--- src/sv/aosa_pkg.sv ---
package aosa_pkg;

  localparam int SAMPLE_BITS   = 12;
  localparam int DEF_MAX_SLOTS = 16;
  localparam int ACC_W         = 28;
  localparam int CNT_W         = 17;
  localparam int AVG_W         = 16;
  localparam int CHAN_W        = 5;
  localparam int SLOT_PORT_W   = 4;
  localparam int SLOT_ENTRIES  = 16;
  localparam int LOG2_W        = 5;
  localparam int LIST_W        = 40;
  localparam int CFG_IDX_W     = 3;
  localparam int CFG_DATA_W    = 40;

  typedef enum logic [CFG_IDX_W-1:0] {
    REG_OVS_LOG2   = 3'd0,
    REG_DECIM_BITS = 3'd1,
    REG_CHAN_COUNT = 3'd2,
    REG_LIST_LOW   = 3'd3,
    REG_LIST_HIGH  = 3'd4
  } cfg_reg_t;

  // effective (clamped) settings seen by the datapath
  typedef struct packed {
    logic [LOG2_W-1:0]                   log2;
    logic [LOG2_W-1:0]                   shift;
    logic [LOG2_W-1:0]                   count;
    logic [SLOT_ENTRIES-1:0][CHAN_W-1:0] chan;
  } cfg_t;

  typedef struct packed {
    logic                   average_valid;
    logic [SLOT_PORT_W-1:0] average_slot;
    logic [AVG_W-1:0]       average_value;
    logic [CHAN_W-1:0]      next_channel;
    logic                   scan_done;
  } result_t;

endpackage

--- src/sv/aosa_cfg.sv ---
module aosa_cfg
  import aosa_pkg::*;
#(
  parameter int MAX_SLOTS = DEF_MAX_SLOTS
) (
  input  logic                  clk,
  input  logic                  rst_n,
  input  logic                  cfg_wr_en,
  input  logic [CFG_IDX_W-1:0]  cfg_index,
  input  logic [CFG_DATA_W-1:0] cfg_wdata,
  output cfg_t                  cfg
);

  logic [LOG2_W-1:0] ovs_r, ovs_nxt;
  logic [LOG2_W-1:0] dec_r, dec_nxt;
  logic [LOG2_W-1:0] ccnt_r, ccnt_nxt;
  logic [LIST_W-1:0] list_lo_r, list_lo_nxt;
  logic [LIST_W-1:0] list_hi_r, list_hi_nxt;
  logic [LOG2_W-1:0] lg;
  logic [LOG2_W-1:0] deci;

  always_comb begin
    ovs_nxt     = ovs_r;
    dec_nxt     = dec_r;
    ccnt_nxt    = ccnt_r;
    list_lo_nxt = list_lo_r;
    list_hi_nxt = list_hi_r;
    if (cfg_wr_en) begin
      unique case (cfg_index)
        REG_OVS_LOG2:   ovs_nxt     = cfg_wdata[LOG2_W-1:0];
        REG_DECIM_BITS: dec_nxt     = cfg_wdata[LOG2_W-1:0];
        REG_CHAN_COUNT: ccnt_nxt    = cfg_wdata[LOG2_W-1:0];
        REG_LIST_LOW:   list_lo_nxt = cfg_wdata[LIST_W-1:0];
        REG_LIST_HIGH:  list_hi_nxt = cfg_wdata[LIST_W-1:0];
        default: ;
      endcase
    end
  end

  always_ff @(posedge clk) begin
    if (!rst_n) begin
      ovs_r     <= LOG2_W'(1);
      dec_r     <= '0;
      ccnt_r    <= LOG2_W'(1);
      list_lo_r <= '0;
      list_hi_r <= '0;
    end else begin
      ovs_r     <= ovs_nxt;
      dec_r     <= dec_nxt;
      ccnt_r    <= ccnt_nxt;
      list_lo_r <= list_lo_nxt;
      list_hi_r <= list_hi_nxt;
    end
  end

  always_comb begin
    if (ovs_r == '0)              lg = LOG2_W'(1);
    else if (ovs_r > LOG2_W'(16)) lg = LOG2_W'(16);
    else                          lg = ovs_r;
    deci = (dec_r > lg) ? lg : dec_r;

    cfg.log2  = lg;
    cfg.shift = lg - deci;
    if (ccnt_r == '0)                     cfg.count = LOG2_W'(1);
    else if (ccnt_r > LOG2_W'(MAX_SLOTS)) cfg.count = LOG2_W'(MAX_SLOTS);
    else                                  cfg.count = ccnt_r;
    cfg.chan = {list_hi_r, list_lo_r};
  end

endmodule

--- src/sv/aosa_core.sv ---
module aosa_core
  import aosa_pkg::*;
#(
  parameter int MAX_SLOTS = DEF_MAX_SLOTS
) (
  input  logic                   clk,
  input  logic                   rst_n,
  input  cfg_t                   cfg,
  input  logic                   step,
  input  logic [SAMPLE_BITS-1:0] sample,
  output result_t                res,
  output logic                   count_ovf
);

  localparam int SLOT_W = (MAX_SLOTS > 1) ? $clog2(MAX_SLOTS) : 1;

  logic [ACC_W-1:0]  acc_r, acc_nxt;
  logic [CNT_W-1:0]  cnt_r, cnt_nxt;
  logic [SLOT_W-1:0] slot_r, slot_nxt;

  logic [ACC_W:0]    acc_sum;
  logic [ACC_W-1:0]  acc_sat;
  logic [CNT_W-1:0]  cnt_inc;
  logic [CNT_W-1:0]  thresh;
  logic              fire;
  logic [ACC_W-1:0]  shifted;
  logic [AVG_W-1:0]  avg;
  logic [LOG2_W-1:0] slot_inc;
  logic              wrap;

  always_comb begin
    acc_sum = {1'b0, acc_r} + (ACC_W+1)'(sample);
    acc_sat = acc_sum[ACC_W] ? '1 : acc_sum[ACC_W-1:0];
    cnt_inc = cnt_r + CNT_W'(1);
    thresh  = CNT_W'(1) << cfg.log2;
    fire    = (cnt_inc >= thresh);
    shifted = acc_sat >> cfg.shift;
    avg     = (|shifted[ACC_W-1:AVG_W]) ? '1 : shifted[AVG_W-1:0];
    slot_inc = LOG2_W'(slot_r) + LOG2_W'(1);
    wrap     = (slot_inc >= cfg.count);

    if (fire) begin
      acc_nxt  = '0;
      cnt_nxt  = '0;
      slot_nxt = wrap ? '0 : slot_inc[SLOT_W-1:0];
    end else begin
      acc_nxt  = acc_sat;
      cnt_nxt  = cnt_inc;
      slot_nxt = slot_r;
    end

    res.average_valid = fire;
    res.average_slot  = fire ? SLOT_PORT_W'(slot_r) : '0;
    res.average_value = fire ? avg : '0;
    res.scan_done     = fire & wrap;
    res.next_channel  = cfg.chan[SLOT_PORT_W'(slot_nxt)];
  end

  always_ff @(posedge clk) begin
    if (!rst_n) begin
      acc_r  <= '0;
      cnt_r  <= '0;
      slot_r <= '0;
    end else if (step) begin
      acc_r  <= acc_nxt;
      cnt_r  <= cnt_nxt;
      slot_r <= slot_nxt;
    end
  end

  // the count is cleared whenever it reaches the threshold, so bit 16 never sticks
  assign count_ovf = cnt_r[CNT_W-1];

endmodule

--- src/sv/adc_oversample_scan_averager.sv ---
// Oversampling scan averager: each accepted 12-bit sample is added to a running
// sum; after 2^oversample_log2 samples the result carries the slot average (sum
// shifted right by oversample_log2 - decimation_bits, saturated to 16 bits),
// the slot number and a scan_done flag on the last slot. Every sample yields
// exactly one result, and next_channel always names the list entry of the slot
// the following sample belongs to. Throughput is one sample per clock; a sample
// is captured in the input register when accepted, and its result is loaded into
// the output register when that register is empty or drained (accumulate/shift/
// compare in between). The input stalls only while both registers are full and
// out_ready is low. Configuration must only be written while no transaction is
// in flight.
module adc_oversample_scan_averager
  import aosa_pkg::*;
#(
  parameter int MAX_SLOTS = DEF_MAX_SLOTS
) (
  input  logic                   clk,
  input  logic                   rst_n,
  input  logic                   cfg_wr_en,
  input  logic [CFG_IDX_W-1:0]   cfg_index,
  input  logic [CFG_DATA_W-1:0]  cfg_wdata,
  input  logic                   in_valid,
  output logic                   in_ready,
  input  logic [SAMPLE_BITS-1:0] in_sample,
  output logic                   out_valid,
  input  logic                   out_ready,
  output logic                   out_average_valid,
  output logic [SLOT_PORT_W-1:0] out_average_slot,
  output logic [AVG_W-1:0]       out_average_value,
  output logic [CHAN_W-1:0]      out_next_channel,
  output logic                   out_scan_done
);

  cfg_t                   cfg;
  result_t                res;
  logic                   count_ovf;
  logic                   in_valid_r, in_valid_nxt;
  logic [SAMPLE_BITS-1:0] smp_r;
  logic                   out_valid_r, out_valid_nxt;
  result_t                res_r;
  logic                   adv;

  aosa_cfg #(.MAX_SLOTS(MAX_SLOTS)) u_cfg (
    .clk       (clk),
    .rst_n     (rst_n),
    .cfg_wr_en (cfg_wr_en),
    .cfg_index (cfg_index),
    .cfg_wdata (cfg_wdata),
    .cfg       (cfg)
  );

  aosa_core #(.MAX_SLOTS(MAX_SLOTS)) u_core (
    .clk       (clk),
    .rst_n     (rst_n),
    .cfg       (cfg),
    .step      (adv),
    .sample    (smp_r),
    .res       (res),
    .count_ovf (count_ovf)
  );

  // stage moves when the output register is empty or being drained
  assign adv      = in_valid_r & (~out_valid_r | out_ready);
  assign in_ready = ~in_valid_r | adv;

  always_comb begin
    in_valid_nxt  = in_valid_r;
    out_valid_nxt = out_valid_r;
    if (in_ready) in_valid_nxt = in_valid;
    if (adv) out_valid_nxt = 1'b1;
    else if (out_ready) out_valid_nxt = 1'b0;
  end

  always_ff @(posedge clk) begin
    if (!rst_n) begin
      in_valid_r  <= 1'b0;
      out_valid_r <= 1'b0;
    end else begin
      in_valid_r  <= in_valid_nxt;
      out_valid_r <= out_valid_nxt;
    end
  end

  always_ff @(posedge clk) begin
    if (in_ready) smp_r <= in_sample;
    if (adv) res_r <= res;
  end

  assign out_valid         = out_valid_r;
  assign out_average_valid = res_r.average_valid;
  assign out_average_slot  = res_r.average_slot;
  assign out_average_value = res_r.average_value;
  assign out_next_channel  = res_r.next_channel;
  assign out_scan_done     = res_r.scan_done;

  a_done_needs_avg: assert property (@(posedge clk) disable iff (!rst_n)
    out_valid && out_scan_done |-> out_average_valid)
    else $error("scan_done without an average");

  a_idle_fields_zero: assert property (@(posedge clk) disable iff (!rst_n)
    out_valid && !out_average_valid |-> out_average_slot == '0 && out_average_value == '0)
    else $error("average fields set on a non-average result");

  a_adv_fills_out: assert property (@(posedge clk) disable iff (!rst_n)
    adv |=> out_valid)
    else $error("processed transaction did not reach the output register");

  a_count_bound: assert property (@(posedge clk) disable iff (!rst_n)
    !count_ovf)
    else $error("sample count passed its threshold");

endmodule

--- config.mk ---
export PLATFORM = sky130hd
export DESIGN_NAME = adc_oversample_scan_averager
export DESIGN_NICKNAME = d
export VERILOG_FILES = /design/src/sv/aosa_pkg.sv /design/src/sv/aosa_cfg.sv /design/src/sv/aosa_core.sv /design/src/sv/adc_oversample_scan_averager.sv
export SDC_FILE = /design/constraint.sdc
export NUM_CORES = 1
export LEC_CHECK = 0
export BUFFER_PORTS_ARGS = -buffer_cell sky130_fd_sc_hd__buf_2
export CORE_MARGIN = 3
export CORE_UTILIZATION = 40
export CTS_CLUSTER_DIAMETER = 60
export DETAILED_ROUTE_END_ITERATION = 12
export PLACE_DENSITY = 0.55
export SLEW_MARGIN = 20
export SYNTH_ARGS = -nofsm -noshare
export SYNTH_HDL_FRONTEND = slang
export SYNTH_SLANG_ARGS = --single-unit
--- constraint.sdc ---
create_clock -name clk -period 9.1 [get_ports clk]
set_clock_uncertainty 0.2 [all_clocks]
set_input_delay 0.455 -clock clk [delete_from_list [all_inputs] [get_ports clk]]
set_output_delay 0.455 -clock clk [all_outputs]
set_load 0.05 [all_outputs]
==> results of run 1 <==
==> how the worst min path moves through the flow <==
stage,from,to,slack [ns],cells after the start
after CTS,in_valid,in_valid_r$_SDFFE_PN0P_,0.02,3
final,in_valid,in_valid_r$_SDFFE_PN0P_,0.04,3
after floorplan,u_cfg.list_hi_r[0]$_SDFFE_PN0P_,u_cfg.list_hi_r[0]$_SDFFE_PN0P_,0.24,2
after global routing,in_valid,in_valid_r$_SDFFE_PN0P_,0.04,3
after detailed placement,u_cfg.list_lo_r[30]$_SDFFE_PN0P_,u_cfg.list_lo_r[30]$_SDFFE_PN0P_,0.25,2
after global placement,u_cfg.list_lo_r[36]$_SDFFE_PN0P_,u_cfg.list_lo_r[36]$_SDFFE_PN0P_,0.25,2
==> sequential cells by signal, summed over array words and instances (netlist names), 5 cells and up <==
signal / cells
out_average_value: 16
u_cfg.dec_r: 5
u_core.acc_r: 28
u_cfg.list_hi_r: 40
u_core.cnt_r: 17
u_cfg.ovs_r: 5
out_next_channel: 5
u_cfg.ccnt_r: 5
u_cfg.list_lo_r: 40
smp_r: 12
==> through the flow <==
step                worst slack, ns  cell area (um^2)
detailed placement             3.46             12900
floorplan                      4.16             12200
global route                   2.92             13600
global placement               3.59             12900
CTS                            3.42             13600
finish                         3.30             13600
==> synth_stat cells (5+ instances only) <==
library cell  instances  share of area
nand2_1             292          0.090
dfxtp_1             146           0.24
a21boi_0             99          0.061
nor2_1               91          0.028
o21ai_0              78          0.032
clkbuf_1             76          0.023
a21oi_1              72          0.029
ha_1                 45          0.046
nand3_1              45          0.018
edfxtp_1             39          0.096
nor2b_1              34          0.017
nor3_1               32          0.013
mux2i_1              28          0.023
a22oi_1              22          0.013
inv_1                22         0.0067
mux4_2               22          0.040
xor2_1               22          0.016
and3_1               21          0.011
nand4_1              21          0.011
o211ai_1             19          0.012
buf_2                18         0.0074
a21o_1               17          0.010
and2_1               17         0.0087
xnor2_1              16          0.011
a31oi_1              14         0.0072
o21a_1               11         0.0067
a211oi_1             10         0.0061
buf_1                10         0.0031
or3_1                 9         0.0046
o221a_2               7         0.0064
o22ai_1               6         0.0031
o31ai_1               6         0.0037
nand2b_1              5         0.0026
==> worst max-delay path: cells and delay by family (launching register included) <==
| family | cells | cell delay [ns] |
|---|---|---|
| AND/OR/NAND/NOR | 7 | 1.11 |
| AO/OA/AOI/OAI | 8 | 2.19 |
| buffers and inverters | 3 | 0.89 |
| flip-flops | 1 | 0.38 |
| adder cells (fa/ha/maj) | 3 | 0.80 |
==> metal layers <==
layer  up-vias  share of wire
met5         -              0
met4         0          0.018
met3        45          0.051
met1      5293           0.49
met2       331           0.44
li1       5442              -
==> cell type report <==
type                            instances  area share
Clock inverter                         12     0.00763
Inverter                               23     0.00634
Clock buffer                           20      0.0336
Multi-Input combinational cell       1176       0.564
Tap cell                              390      0.0359
Timing Repair Buffer                  119      0.0518
Sequential cell                       185       0.301
==> logic make-up (layout without fill, tap and decap cells) <==
logic type / Yosys count / after routing / synth area share
and+or+nand+nor: 611 / 611 / 0.235
AOI/OAI and AO/OA: 425 / 425 / 0.244
DFF: 185 / 185 / 0.335
buffers and inverters: 129 / 174 / 0.0426
muxes: 54 / 54 / 0.0671
adders and majority gates: 47 / 47 / 0.0493
xor gates and xnor gates: 38 / 38 / 0.0272
other: 1 / 1 / 0.000307
==> power by group <==
part | internal [mW] | total [mW] | switching (mW)
Clock | 0.375 | 0.735 | 0.359
Combinational | 0.195 | 0.587 | 0.392
Sequential | 0.874 | 0.888 | 0.0143
==> results list, run 1 <==
- Counting stages on the worst path, the most repeated cell is nor2_1.
* Register-to-register path setup slack: 3.30 ns
* Sum Neg Setup Slack: 0 ns
* Hold buffer count at CTS: 12
- Clock root buffer: clkbuf_16
- CTS tree: built
* Count of warnings emitted by yosys: 0
- The top cell types in the final layout, fill and taps aside, are 292 x nand2_1, 146 x dfxtp_1, 99 x a21boi_0, 91 x nor2_1, 87 x buf_2.
- Total power per unit cell area: ~160 nW/um^2
* Post-CTS clock slew at the launch and capture registers of the worst setup and hold paths: roughly 0.080 ns
- After floorplanning, the core was sized to cover approximately 30,000 um^2.
- Global-route wire length before repair: 58.6 mm
* Final Total Pwr: about 2.2 mW
- Post-synth design cell area: between 10,000 and 15,000 um^2
- STA classifies the critical path startpoint as a register.
* Max-slew headroom: 0.271
- Of the available clock period, the critical path in the final layout requires 0.637.
* Placer Congestion: roughly 0.90
* Leading register cell type out of synthesis: dfxtp_1
- Maximum vdd ir drop: approximately 0.15 mV
- Met1 layer usage reported by global route: 0.322
- Arrival time at the worst endpoint: about 5.9 ns
- Total grt overflow: 0
- Met2 routing resource usage after global routing: 0.336
* CP startpoint: u_cfg.ovs_r[2]$_SDFFE_PN0P_
- The routed layout has between 10,000 and 15,000 vias.
* Reg2Reg Capture Point: out_average_value[1]$_SDFFCE_PN0P_
* Ports placed on the boundary: 89
* Synthesized net count: between 1,500 and 2,000
* Final Setup Violations: 0
* Critical Path End Type: register
- Fraction of layout cells with a size suffix above 1: 0.139
- After detailed routing, the total wire length is about 36 mm.
* Post-layout nets: 1,629
- Number of global-route vias before repair: between 10,000 and 15,000
* # placed instances: 1,881
* Cell chain of the critical path: nor3_1 -> nor2_1 -> nor2_1 -> ha_1 -> nand2b_1 -> a21oi_1 -> o21a_1 -> o21ai_1 -> o21ai_0 -> ha_1 -> inv_1 -> fa_1 -> buf_4 -> inv_1 -> nor2_1 -> a222oi_1 -> nor2_1 -> a221o_1 -> o2111ai_4 -> nor2_4 -> a311oi_1
- For this block, the initial DRC count from the detailed router was between 1,000 and 1,500.
- In this run the critical register-to-register path is launched from u_cfg.ovs_r[2]$_SDFFE_PN0P_.
- Maximum clock rate: between 150 and 200 MHz
* Register area share after synthesis: 0.335
* Number of antenna violations at the first check in global routing: 0
- The critical path ends at out_average_value[1]$_SDFFCE_PN0P_.
- The number of cells on the worst reg-to-reg path is 21.
* Footprint of the flip-flops and latches: ~4000 um^2
* Unrepaired setup endpoints after global routing: no
- Result of the run: complete, no violations
* Average instance area after synthesis: 8.21 um^2
- Number of synthesized flops with an enable pin: 39
- STA puts the critical path data required time at 9.17 ns.
* Pin slew with the least headroom to its limit: between 1 and 1.5 ns
* Path type of the worst setup path: register to register
- Maximum Capacitance Violations: 0
- Detailed-router iteration count before antenna repair: 5
- Measured on the finished design, the core utilization comes to 0.456.
- The routed design could run at a clock period as short as between 5 and 6 ns.
* Multi-input logic area: 7670 um^2
- In this run the number of H-tree levels came out at 4.
* Total global routing track utilization: 0.219
- The final number of hold-violating endpoints came to 0.
* Floorplan die height: ~180 um
* Flop and latch count out of synthesis: ~190
- Slowest stage delay, CP: 0.57 ns
- Die Outline Area: roughly 33,000 um^2
- Detailed placement finished with a half-perimeter wire length of between 20 and 30 mm.
* Number of gates resized after CTS: 0
- Fill count: approximately 3,000
- WL per Instance: ~19 um
- 0 antenna diodes ended up in the layout.
- The floorplan has 63 rows.
- The layer flagged by global routing as most heavily used is met2.
* Initial cell density of the core: 0.410
- Antenna Violating Nets Remaining: 0
- Clk sink count: approximately 190
- In this run the deepest clock path goes through 2 buffers.
- The number of different library cells used by synthesis comes to 94.
- Worst min path class: input pin to register
- Die W: between 150 and 200 um
- For this run, global-route usage on met3 was measured as 0.0352.
- Using the TritonRoute via totals, the vias-per-cell ratio works out to 5.77.
- Once the clock tree was built, the setup fixing pass inserted 0 buffers.
- Synth-to-Final Area Change: 11.3%
* Clock buffer count from CTS: 17
- Worst hold slack after final layout: roughly 0.036 ns
- Leak pwr: between 5 and 6 nW
- Leading cell type in the layout, fill and taps excluded: nand2_1
* Critical Path Fanout Max: 40
- Maximum number of pins on one net before global-route repair: around 110
* Final std cells w/o fill: between 1,500 and 2,000
- Clock Latency Late Sink: 0.45 ns
- IO buf count: 88
- Cells after synthesis: around 1,500
- The slowest stage of the critical path is the a222oi_1 cell.
- Of all flip-flops after synthesis, the portion carrying an async set or reset was 0.
* Fin. max-slew vios: 0
- DRC: 0
Power figures use the tool's default switching activity.
==> inputs of run 2 (changes only) <==
Settings changed: ABC_AREA set to 1, PLACE_DENSITY 0.55 to 0.57.
Clock period 9.1 ns to 5.1 ns, I/O delays scaled along.
==> run 2 against run 1 <==
Against the previous run: critical path depth up 2; die area shrank 2.1%; sequential share of layout area shrank 0.83 points; hold slack better by 0.029 ns; non-clock buffer count increased by 56; sequential power grew 85%; via count increased by 6.3%; global-route usage shrank 0.20 points; clock-buffer cell count is 2 lower; routed wire length fell by 4.1%; combinational power grew to 2.9 times the previous value; synthesized cell count rose by 20%; highest routed layer unchanged.
==> results list, run 2 <==
- The switching power of the nets is 1.92 mW (+150%).
* Adder and majority cell fraction of the synthesized area: 0.0504 (+0.00110)
- Register area share after synthesis: 0.342 (+0.00745)
- The area of the core is 29,100 um^2 (-2.6%).
- The clock network power share came to 0.302 (-0.030).
- Die Outline Area: 32,000 um^2 (-2.1%)
* Leading register cell type out of synthesis: dfxtp_1
* Number of global-route vias before repair: 10,900 (+3.8%)
- The sequential share of power is 0.343 (-0.059).
- CP startpoint: u_core.cnt_r[0]$_SDFFE_PN0P_
* Ant diodes: 0 (unchanged)
- Switching share of power: 0.402 (+0.0554)
- The final HPWL from detailed placement was 24.7 mm (-3.2%).
- The final setup violation count was 0 (unchanged).
- The total routed wirelength is 34.8 mm (-4.1%).
- The area of the multi-input gates is 6680 um^2 (-13%).
- The tree is rooted in a clkbuf_16.
- The run finished with clean final reports.
* Arrival time at the worst endpoint: 4.70 ns (-1.17 ns)
- Path type of the worst setup path: register to register
- Clk sink count: 185 (unchanged)
- Number of failing hold endpoints at the final stage: 0 (unchanged)
- The power per standard cell area was 340 nW/um^2 (+110%).
- The post-layout instance count excluding filler cells was 2,285 (+19%).
- The async set or reset register ratio after synthesis is 0 (unchanged).
* Ports placed on the boundary: 89 (unchanged)
* Number of violations reported at the end of detailed-routing iteration 0: 1,078 (+5.8%)
- The largest voltage drop on the vdd net was 0.212 mV (+44%).
- The total internal power came to 2.85 mW (+97%).
* Combinational cell fraction of total power: 0.355 (+0.089)
- The time the final worst path needs with I/O delays and setup came to 4.70 ns (-1.09 ns).
- The min-delay analysis places its worst path in the category input pin to register.
- Largest registers: u_cfg.list_hi_r x40, u_cfg.list_lo_r x40, u_core.acc_r x28
- Clock buffer count from CTS: 17 (unchanged)
- By area, the combinational part of the netlist is dominated by simple AND/OR/NAND/NOR gates.
- Total global routing track utilization: 0.217 (-0.00195)
* Startpoint types: register
- The headroom to the max-slew limit came to 0.322 (+0.0518).
- The mean instance size in the synthesized netlist came to 6.71 um^2 (-18%).
* DR vias: 11,800 (+6.3%)
- The xor and xnor area share after synthesis came to 0.0176 (-0.00964).
* Crit share post-route: 0.922 (+0.285)
* Final Total Pwr: 4.77 mW (+120%)
* DRC: 0 (unchanged)
- The worst-case clock buffer depth came to 2 (unchanged).
- The total grt overflow came to 0 (unchanged).
- The maximum number of pins on one net before global-route repair was 97 (-13%).
* Flop and latch count out of synthesis: 185 (unchanged)
- Hold-critical path depth: 3 (unchanged)
- Commonest cells post-synth: 422 x nand2_1, 212 x inv_1, 200 x nand3_1
* Footprint of the flip-flops and latches: 4090 um^2 (unchanged)
* Share of Yosys cell area claimed by the top area cell type: 0.244 (+0.00532)
- Cells after synthesis: 1,783 (+20%)
- The slack of the worst reg-to-reg path was 0.40 ns (-2.91 ns).
- Number of synthesized flops with an enable pin: 39 (unchanged)
- The number of I/O port buffers came to 88 (unchanged).
* Top cells by area, synth: dfxtp_1 24%, nand2_1 13%, edfxtp_1 9.8%
* Critical Path End Type: register
- The final weighted congestion in routability-driven placement came to 0.917 (+1.7%).
- The initial antenna violation count is 0 (unchanged).
* Die W: 179 um (-1.1%)
* Fraction of layout cells with a size suffix above 1: 0.119 (-0.0205)
- WL per Instance: 15.2 um (-19%)
- Maximum clock rate: 213 MHz (+23%)
- The largest driver fanout on the critical path was 41 (+2.5%).
* Synth area leader: dfxtp_1
* Crit path required time: 5.09 ns (-4.08 ns)
* Reg2Reg Capture Point: out_next_channel[3]$_DFFE_PP_
- The synthesized cell area came to 12,000 um^2 (-2.2%).
* Global-route wire length before repair: 56.4 mm (-3.8%)
- The most common cell in the synthesized netlist is nand2_1.
* Unrepaired setup endpoints after global routing: yes
- Compared with the post-synthesis result, the final layout area differs by 17.0%.
- The reported leakage power is 6.25 nW (+24%).
* Post-layout nets: 1,995 (+22%)
- The post-route antenna net violation count came to 0 (unchanged).
* Synthesized-area fraction occupied by and/or/nand/nor cells: 0.329 (+0.0938)
* Number of distinct standard cells referenced by the synthesized netlist: 48 (-49%)
- The cell count after placement was 2,191 (+16%).
* Fill count: 2,963 (-2.5%)
- Leaving out fill and tap cells, the most frequent cell in the layout is nand2_1.
* Pin slew with the least headroom to its limit: 1.02 ns (-0.0778 ns)
* Fin. max-slew vios: 0 (unchanged)
* Endpoint of the worst setup timing path: out_next_channel[3]$_DFFE_PP_
* Clock Latency Late Sink: 0.45 ns (about the same)
- Count of warnings emitted by yosys: 0 (unchanged)
- The H-tree depth came to 4 (unchanged).
- The share of cell area taken by muxes after synthesis is 0 (-0.0671).
- CTS tree: built
* Top library cells by usage in the layout, fill and taps aside: 420 x nand2_1, 212 x inv_1, 199 x nand3_1, 153 x a21oi_1, 146 x dfxtp_1
- The initial core utilization was 0.411 (+0.00188).
* R2R cell count: 23 (+9.5%)
* Post-CTS clock slew at the launch and capture registers of the worst setup and hold paths: 0.08 ns (about the same)
* Maximum Capacitance Violations: 0 (unchanged)
- The number of nets produced by synthesis is 1,890 (+18%).
- The worst register-to-register path begins at u_core.cnt_r[0]$_SDFFE_PN0P_.
- Compound-cell area share of the yosys netlist: 0.157 (-0.0869)
- The count of standard-cell rows was 62 (-1.6%).
- The mean number of vias per cell was 5.17 (-10%).
- Detailed-router iteration count before antenna repair: 5 (unchanged)
* Floorplan die height: 179 um (-1.1%)
[run 2: power by group through the flow]
stage,Clock (mW),Sequential (mW),Combinational (mW)
4_1_cts,1.47,1.64,1.61
6_report,1.44,1.64,1.69
5_1_grt,1.53,1.64,1.89
3_5_place_dp,0,1.67,1.58
3_3_place_gp,0,1.67,1.57
2_1_floorplan,0,1.77,1.08
[run 2: area by class of cell]
class                      count  area share
timing repair buffer         175      0.0901
clock buffer                  18      0.0322
clock inverter                14      0.0138
multi-input combinational   1289       0.477
tap                          384      0.0343
sequential                   185       0.292
inverter                     220      0.0597
[run 2: cells by family (layout without fill, tap and decap cells)]
kind of cell    Yosys count  count (layout)
simple gates            865             865
compound gates          352             352
buf+inv                 309             427
flops                   185             185
fa+ha+maj                47              47
xor+xnor                 24              24
other cells               1               1
[run 2: worst min-delay path by stage]
stage | slack, ns | start | to
after detailed placement | 0.23 | in_sample[8] | smp_r[8]$_DFFE_PP_
after global placement | 0.23 | u_cfg.list_lo_r[37]$_SDFFE_PN0P_ | u_cfg.list_lo_r[37]$_SDFFE_PN0P_
after floorplan | 0.15 | in_sample[0] | smp_r[0]$_DFFE_PP_
after CTS | 0.05 | cfg_index[0] | u_cfg.dec_r[0]$_SDFFE_PN0P_
after global routing | 0.12 | cfg_index[0] | u_cfg.dec_r[0]$_SDFFE_PN0P_
final | 0.06 | cfg_index[0] | u_cfg.dec_r[0]$_SDFFE_PN0P_
[run 2: what timing repair did]
item                       CTS  global route
gates resized for setup      1             8
hold buffers                55             0
setup endpoints to repair    2            21
setup buffers                0             6
hold endpoints to repair   100             0
gates cloned                 0             1
pin swaps                    0             1
[run 2: worst max-delay path, stage by stage (launching register included)]
cell,delay (ns)
dfxtp_1,0.42
ha_1,0.22
nand3_1,0.12
nor2_1,0.11
nand2_1,0.08
nor2_1,0.12
and2_1,0.21
nand4_1,0.17
nor3b_1,0.26
xor2_1,0.22
ha_1,0.29
nand2_1,0.13
o21ai_0,0.10
a21oi_1,0.15
nand4_1,0.11
buf_4,0.17
or2_2,0.28
nand2_2,0.12
buf_12,0.23
nand2_1,0.10
o211ai_1,0.10
o21ai_0,0.22
o211ai_1,0.24
nand2_1,0.06
[run 2: per-stage QoR]
step / TNS [ns] / cell area (um^2) / hold slack (ns) / setup WS, ns / utilization
final: 0 / 14000 / 0.0643 / 0.397 / 0.481
after global routing: -0.0206 / 14000 / 0.116 / -0.0206 / 0.481
after CTS: 0 / 13900 / 0.0491 / 0.0456 / 0.478
after detailed placement: -0.0705 / 12700 / 0.234 / -0.0500 / 0.436
after global placement: 0 / 12700 / 0.230 / 0.0625 / 0.436
after floorplan: 0 / 12000 / 0.154 / 0.750 / -
[run 2: layer usage]
layer,vias to the layer above,global-route usage,wire (um)
met5,-,0,0
met4,0,0.0584,704
met3,47,0.0320,1410
met2,264,0.336,15400
met1,5380,0.316,17300
li1,6117,-,-
